<file path="config.mk">
export PLATFORM = sky130hd
export DESIGN_NAME = led_dimmer_effect_controller
export DESIGN_NICKNAME = d
export VERILOG_FILES = /design/src/hdl/ledd_pkg.sv /design/src/hdl/ledd_step.sv /design/src/hdl/led_dimmer_effect_controller.sv
export SDC_FILE = /design/constraint.sdc
export NUM_CORES = 1
export LEC_CHECK = 0
export BUFFER_PORTS_ARGS = -buffer_cell sky130_fd_sc_hd__buf_4
export CAP_MARGIN = 15
export CORE_ASPECT_RATIO = 0.9
export CORE_MARGIN = 2
export CORE_UTILIZATION = 66
export DETAILED_ROUTE_END_ITERATION = 8
export HOLD_SLACK_MARGIN = 0.15
export PLACE_DENSITY_LB_ADDON = 0.15
export SYNTH_ARGS = -nofsm -noshare
export SYNTH_HDL_FRONTEND = slang
export SYNTH_SLANG_ARGS = --single-unit
</file>
<file path="constraint.sdc">
create_clock -name i_clk -period 6.7 [get_ports i_clk]
set_input_delay 1.34 -clock i_clk [delete_from_list [all_inputs] [get_ports i_clk]]
set_output_delay 1.34 -clock i_clk [all_outputs]
set_load 0.02 [all_outputs]
</file>
<file path="src/hdl/ledd_pkg.sv">
// Shared types and constants for the LED dimmer effect controller.
`default_nettype none

package ledd_pkg;

    localparam int LEVEL_W = 10;
    localparam int TICK_W  = 16;

    localparam logic [LEVEL_W-1:0] LEVEL_MAX      = 10'd1023;
    localparam logic [TICK_W-1:0]  TICK_SAT       = 16'hFFFF;
    localparam logic [TICK_W-1:0]  STEP_INTERVAL_RST = 16'd10;

    typedef enum logic [2:0] {
        MODE_OFF   = 3'd0,
        MODE_ON    = 3'd1,
        MODE_DIM   = 3'd2,
        MODE_DIMTO = 3'd3,
        MODE_FLASH = 3'd4,
        MODE_PULSE = 3'd5
    } t_mode;

    typedef enum logic [2:0] {
        CMD_ON        = 3'd0,
        CMD_OFF       = 3'd1,
        CMD_DIM_DOWN  = 3'd2,
        CMD_STOP      = 3'd3,
        CMD_FLASH     = 3'd4,
        CMD_PULSE     = 3'd5,
        CMD_DIM_TO    = 3'd6,
        CMD_SET_LEVEL = 3'd7
    } t_cmd;

    typedef enum logic {
        KIND_TICK    = 1'b0,
        KIND_COMMAND = 1'b1
    } t_kind;

    typedef struct packed {
        t_kind              kind;
        t_cmd               command;
        logic [LEVEL_W-1:0] level_arg;
    } t_item;

    typedef struct packed {
        logic [LEVEL_W-1:0] level;
        logic [LEVEL_W-1:0] target;
        logic               step_down;
        t_mode              mode;
        logic [TICK_W-1:0]  ticks;
    } t_state;

endpackage

`default_nettype wire

</file>
<file path="src/hdl/ledd_step.sv">
// Next-state logic for one request: tick counting, effect steps and commands.
`default_nettype none

module ledd_step import ledd_pkg::*; (
    input  wire t_state            i_state,
    input  wire t_item             i_item,
    input  wire [TICK_W-1:0]       i_step_interval,
    output t_state                 o_state
);

    logic [TICK_W-1:0]  ticks_inc;
    logic               effect_mode;
    logic               run_step;
    logic               pulse_dir;
    logic [LEVEL_W-1:0] moved_level;
    logic [LEVEL_W-1:0] dim_level;
    logic [LEVEL_W-1:0] arg_level;
    t_state             tick_state;
    t_state             cmd_state;

    assign ticks_inc = (i_state.ticks < TICK_SAT) ? i_state.ticks + 1'b1 : i_state.ticks;

    always_comb begin
        case (i_state.mode)
            MODE_DIM, MODE_DIMTO, MODE_FLASH, MODE_PULSE: effect_mode = 1'b1;
            default:                                      effect_mode = 1'b0;
        endcase
    end

    assign run_step = effect_mode && (ticks_inc >= i_step_interval);

    // pulse turns at the bottom, and at the target or the top
    always_comb begin
        if (i_state.level == '0) begin
            pulse_dir = 1'b0;
        end else if (i_state.level == i_state.target || i_state.level == LEVEL_MAX) begin
            pulse_dir = 1'b1;
        end else begin
            pulse_dir = i_state.step_down;
        end
    end

    // one count in the pulse direction
    always_comb begin
        if (pulse_dir) begin
            moved_level = (i_state.level != '0) ? i_state.level - 1'b1 : i_state.level;
        end else begin
            moved_level = (i_state.level != LEVEL_MAX) ? i_state.level + 1'b1 : i_state.level;
        end
    end

    // one count in the stored direction
    always_comb begin
        if (i_state.step_down) begin
            dim_level = (i_state.level != '0) ? i_state.level - 1'b1 : i_state.level;
        end else begin
            dim_level = (i_state.level != LEVEL_MAX) ? i_state.level + 1'b1 : i_state.level;
        end
    end

    always_comb begin
        tick_state       = i_state;
        tick_state.ticks = ticks_inc;
        if (run_step) begin
            tick_state.ticks = '0;
            case (i_state.mode)
                MODE_PULSE: begin
                    tick_state.step_down = pulse_dir;
                    tick_state.level     = moved_level;
                end
                MODE_DIM, MODE_DIMTO: begin
                    tick_state.level = dim_level;
                    if (dim_level == '0) begin
                        tick_state.mode = MODE_OFF;
                    end else if (dim_level == LEVEL_MAX || dim_level == i_state.target) begin
                        tick_state.mode = MODE_ON;
                    end
                end
                MODE_FLASH: begin
                    tick_state.level = (i_state.level == '0) ? i_state.target : '0;
                end
                default: begin
                    tick_state.level = i_state.level;
                end
            endcase
        end
    end

    assign arg_level = (i_item.level_arg > LEVEL_MAX) ? LEVEL_MAX : i_item.level_arg;

    always_comb begin
        cmd_state = i_state;
        unique case (i_item.command)
            CMD_ON: begin
                cmd_state.level = LEVEL_MAX;
                cmd_state.mode  = MODE_ON;
            end
            CMD_OFF: begin
                cmd_state.level = '0;
                cmd_state.mode  = MODE_OFF;
            end
            CMD_DIM_DOWN: begin
                if (i_state.level != '0) begin
                    cmd_state.target    = '0;
                    cmd_state.step_down = 1'b1;
                    cmd_state.mode      = MODE_DIM;
                end
            end
            CMD_STOP: begin
                cmd_state.mode = MODE_ON;
            end
            CMD_FLASH, CMD_PULSE: begin
                cmd_state.level  = (i_state.level == '0) ? LEVEL_MAX : i_state.level;
                cmd_state.target = (i_state.level == '0) ? LEVEL_MAX : i_state.level;
                cmd_state.mode   = (i_item.command == CMD_FLASH) ? MODE_FLASH : MODE_PULSE;
            end
            CMD_DIM_TO: begin
                cmd_state.target    = arg_level;
                cmd_state.step_down = arg_level < i_state.level;
                cmd_state.mode      = MODE_DIMTO;
            end
            CMD_SET_LEVEL: begin
                cmd_state.target = arg_level;
                cmd_state.level  = arg_level;
            end
            default: begin
                cmd_state = i_state;
            end
        endcase
    end

    assign o_state = (i_item.kind == KIND_TICK) ? tick_state : cmd_state;

endmodule

`default_nettype wire

</file>
<file path="src/hdl/led_dimmer_effect_controller.sv">
// Top level of the single-channel LED dimmer with timed effects.
//
//  channel   valid        ready        payload
//  input     i_in_valid   o_in_ready   i_kind, i_command, i_level_arg
//  output    o_out_valid  i_out_ready  o_level, o_mode
//  config    i_cfg_we     (none)       i_cfg_wdata (step interval)
//
// A request passes one input register, then the next-state logic writes the
// state register, which drives the result ports. One request per cycle is
// sustained while the receiver is ready; the state update is a single pass.
// A stalled result holds the input register; a new request enters as the
// input register moves on. Synchronous reset clears state and valid flags.
`default_nettype none

module led_dimmer_effect_controller import ledd_pkg::*; (
    input  wire                i_clk,
    input  wire                i_rst_n,
    input  wire                i_in_valid,
    output logic               o_in_ready,
    input  wire                i_kind,
    input  wire  [2:0]         i_command,
    input  wire  [LEVEL_W-1:0] i_level_arg,
    output logic               o_out_valid,
    input  wire                i_out_ready,
    output logic [LEVEL_W-1:0] o_level,
    output logic [2:0]         o_mode,
    input  wire                i_cfg_we,
    input  wire  [TICK_W-1:0]  i_cfg_wdata
);

    logic              r_in_valid;
    t_item             r_item;
    logic              r_out_valid;
    t_state            r_state;
    t_state            n_state;
    logic [TICK_W-1:0] r_step_interval;
    logic              advance;
    logic              in_accept;

    assign advance    = r_in_valid && (!r_out_valid || i_out_ready);
    assign o_in_ready = !r_in_valid || advance;
    assign in_accept  = i_in_valid && o_in_ready;

    always_ff @(posedge i_clk) begin
        if (!i_rst_n) begin
            r_in_valid <= 1'b0;
        end else if (o_in_ready) begin
            r_in_valid <= i_in_valid;
        end
    end

    always_ff @(posedge i_clk) begin
        if (in_accept) begin
            r_item.kind      <= t_kind'(i_kind);
            r_item.command   <= t_cmd'(i_command);
            r_item.level_arg <= i_level_arg;
        end
    end

    always_ff @(posedge i_clk) begin
        if (!i_rst_n) begin
            r_step_interval <= STEP_INTERVAL_RST;
        end else if (i_cfg_we) begin
            r_step_interval <= i_cfg_wdata;
        end
    end

    ledd_step u_step (
        .i_state         (r_state),
        .i_item          (r_item),
        .i_step_interval (r_step_interval),
        .o_state         (n_state)
    );

    always_ff @(posedge i_clk) begin
        if (!i_rst_n) begin
            r_out_valid <= 1'b0;
            r_state     <= '{level: '0, target: '0, step_down: 1'b0,
                             mode: MODE_OFF, ticks: '0};
        end else begin
            if (advance) begin
                r_state <= n_state;
            end
            if (advance) begin
                r_out_valid <= 1'b1;
            end else if (i_out_ready) begin
                r_out_valid <= 1'b0;
            end
        end
    end

    assign o_out_valid = r_out_valid;
    assign o_level     = r_state.level;
    assign o_mode      = r_state.mode;

    // a stalled result must keep the pending request parked
    a_stall_holds_input: assert property (@(posedge i_clk) disable iff (!i_rst_n)
        r_in_valid && r_out_valid && !i_out_ready |=> r_in_valid && $stable(r_item))
        else $error("pending request lost during output stall");

    // state only changes when a request moves into the result stage
    a_state_only_on_advance: assert property (@(posedge i_clk) disable iff (!i_rst_n)
        !advance |=> $stable(r_state))
        else $error("state changed without a request");

    // a taken result with nothing behind it drops valid
    a_result_drains: assert property (@(posedge i_clk) disable iff (!i_rst_n)
        o_out_valid && i_out_ready && !advance |=> !o_out_valid)
        else $error("result repeated");

endmodule

`default_nettype wire

</file>
==> summary.txt <==
Run status
  • Status: finished clean

Pwr
  • Max VDD drop: 207 uV
  • Tot Pwr: 1.13 mW
  • Power per Cell Area: 180 nW/um^2
  • Lkg Pwr: 2.50 nW

STA
  • Final slew viol count: 0
  • Setup_tns: 0 ns
  • Final setup viols: 0
  • Worst-Margin Slew: 1.11 ns
  • WHS: 0.509 ns
  • F_max: 0.187 GHz
  • Max Clock Skew: 0.00991 ns
  • Worst slew margin: 0.249
  • RSZ-0062 raised after global routing: no
  • Hold Fails Final Rpt: 0
  • Fin crit share: 0.797
  • Post-route minimum period: 5.34 ns

Logic synthesis
  • Post-Syn Nets: 816
  • Ys Warns: 0
  • Synth top area share: 0.198
  • Top post-synthesis cells by area: dfxtp_1 20%, edfxtp_1 7.2%, ha_1 6.2%, nand2_1 4.5%, o21ai_0 4.2%
  • Mapped cell area: 5870 sq um
  • Register area share after synthesis: 0.269
  • Register bit total from synthesis: 72
  • Cell taking the most area after synthesis: dfxtp_1
  • Syn Inst Count: 751
  • Async SR Flop Fraction: 0
  • Number of synthesized flops with an enable pin: 14
  • Average instance area after synthesis: 7.82 sq um
  • Post-synthesis cell type count: 75
  • Post-synth top flop: dfxtp_1

Floorplan
  • # rows: 32
  • Number of I/O pins: 50
  • Die area: 9660 sq um
  • Die Width: 103 um
  • Initial Utilization: 0.682
  • Core Area: 8610 sq um
  • Die H: 93.5 um

Min path
  • Hold depth: 2
  • Hold Path Class: flop to flop

Finish
  • Non-filler cells in the finished layout: 871
  • Filler Cell Count: 664
  • Nets: 812
  • Synth-to-layout area growth: 7.18%
  • Most frequent cells in the layout: 71 x nand2_1, 58 x dfxtp_1, 52 x buf_4
  • N_diodes: 0
  • Commonest non-fill, non-tap cell in the layout: nand2_1
  • Share of post-route cells with drive strength above 1: 0.120

Route
  • Met2 WL: 7630 um
  • Post-DR vias/cell: 6.83
  • Top layer in use: met4
  • Metal3 WL: 2270 um
  • Routed WL: 17800 um
  • Mean routed wirelength per cell: 20.5 um
  • Vias: 5948
  • Detail Route Antenna Nets: 0
  • Residual DRC: 0
  • 1st-iter DRT viols: 835
  • Met1 Routed Length: 7370 um
  • DRT Pass-1 Iters: 6

Setup path
  • Critical Path End Type: flop
  • FF-to-FF path depth: 17
  • CP required: 6.97 ns
  • Crit-path max FO: 14
  • Crit path kind: flop to flop
  • Worst Path Arrival: 5.61 ns
  • CP startpoint kind: flop

Clocking
  • Clk Latency, worst-skew pair: 0.35 ns
  • Post CTS Setup Buffer Count: 0
  • Root Driver: clkbuf_8
  • TritonCTS Sinks: 72
  • TritonCTS clock tree: built
  • Post-CTS resize count: 0
  • Clock Tree Buf Depth: 2
  • CTS H-tree lvls: 3
  • Reg clk slew, reported paths: 0.08 ns
  • Hold buffers post-CTS: 0
  • Num CTS Buffers: 9

Global route
  • Congestion Overflow GR: 0
  • First-pass GRT wire length: 28700 um
  • Gr usage total: 0.383
  • Number of global-route vias before repair: 5634
  • Initial antenna violation count: 0
  • Largest net degree at the start of global routing: 60

Placement
  • IO buf count: 49
  • Detail Placement HPWL: 12800 um
  • RD Place Congestion: 0.976
  • Placed insts: 854

Run
  • MaxCap Viol Count: 0
==> cell usage after synthesis, types with 3 or more instances <==
master,instances
a211o_1,4
a211oi_1,11
a21boi_0,15
a21o_1,7
a21oi_1,45
a221oi_1,7
a22oi_1,13
a31oi_1,3
a32oi_1,3
and2_1,8
and3_1,11
and4_1,3
buf_1,5
buf_2,4
buf_4,13
clkbuf_1,44
dfxtp_1,58
edfxtp_1,14
ha_1,29
inv_1,33
mux2_2,6
mux2i_1,20
nand2_1,71
nand2b_1,12
nand3_1,33
nand3b_1,3
nand4_1,15
nor2_1,44
nor2b_1,37
nor3_1,19
nor4_1,6
o2111ai_1,3
o211ai_1,6
o21a_1,7
o21ai_0,49
o31a_1,4
or3_1,4
or4_1,3
xnor2_1,15
xor2_1,19
==> registers in the layout, indices dropped and copies added (netlist names) <==
| signal | flops |
|---|---|
| o_out_valid | 1 |
| r_step_interval | 16 |
| r_in_valid | 1 |
| o_mode | 3 |
| r_item | 14 |
| o_level | 10 |
| r_state | 27 |
==> report_power, final <==
part	leakage [nW]	switching (mW)	internal (mW)
logic	1.79	0.163	0.113
registers	0.609	0.0332	0.459
clock network	0.101	0.186	0.176
==> cell families after synthesis <==
logic type / synth area share
AND/OR/NAND/NOR: 0.252
AO/OA/AOI/OAI: 0.230
buffers and inverters: 0.0770
flip-flops: 0.269
XOR/XNOR: 0.0546
adder cells (fa/ha/maj): 0.0652
multiplexers: 0.0520
==> cell type report <==
cell class / instances / area [sq um] / share of cell area
inverter: 34 / 128 / 0.0203
clock inverter: 7 / 77.6 / 0.0123
multi-input combinational: 577 / 3840 / 0.610
tap: 119 / 149 / 0.0237
timing repair buffer: 53 / 395 / 0.0628
clock buffer: 9 / 124 / 0.0197
sequential: 72 / 1580 / 0.251
==> worst max-delay path, stage by stage (launching register included) <==
cell and delay, ns:
dfxtp_1 0.44, ha_1 0.21, nand3_1 0.13, or4_1 0.65, nor3_2 0.43, nor2_1 0.20
and4_1 0.29, and3_1 0.23, xor2_1 0.15, ha_1 0.30, nand4_1 0.12, o311a_1 0.34
o21ai_0 0.31, and2_1 0.48, o21ai_0 0.27, buf_2 0.27, a211o_1 0.28, a21boi_0 0.18
==> final timing paths <==
path / from / end / slack [ns]
hold / removal: r_step_interval[1]$_SDFFE_PN1P_ / r_step_interval[1]$_SDFFE_PN1P_ / 0.51
setup reg to reg: r_state[0]$_SDFFE_PN0P_ / o_level[7]$_SDFFE_PN0P_ / 1.36
hold reg to reg: r_step_interval[1]$_SDFFE_PN1P_ / r_step_interval[1]$_SDFFE_PN1P_ / 0.51
setup / recovery: r_state[0]$_SDFFE_PN0P_ / o_level[7]$_SDFFE_PN0P_ / 1.36
==> per-stage QoR <==
step	instance area (sq um)	utilization	worst slack, ns
2_1_floorplan	5870	-	2.47
3_3_place_gp	6080	0.707	1.65
3_5_place_dp	6080	0.707	1.30
4_1_cts	6290	0.730	1.26
5_1_grt	6290	0.731	1.04
6_report	6290	0.731	1.36
==> metal layers <==
layer | global-route usage | vias up
met1 | 0.545 | 2740
met3 | 0.0882 | 65
met5 | 0 | -
li1 | - | 2698
met4 | 0.129 | 0
met2 | 0.567 | 445
Note: power is estimated with default switching activity, not from simulation.
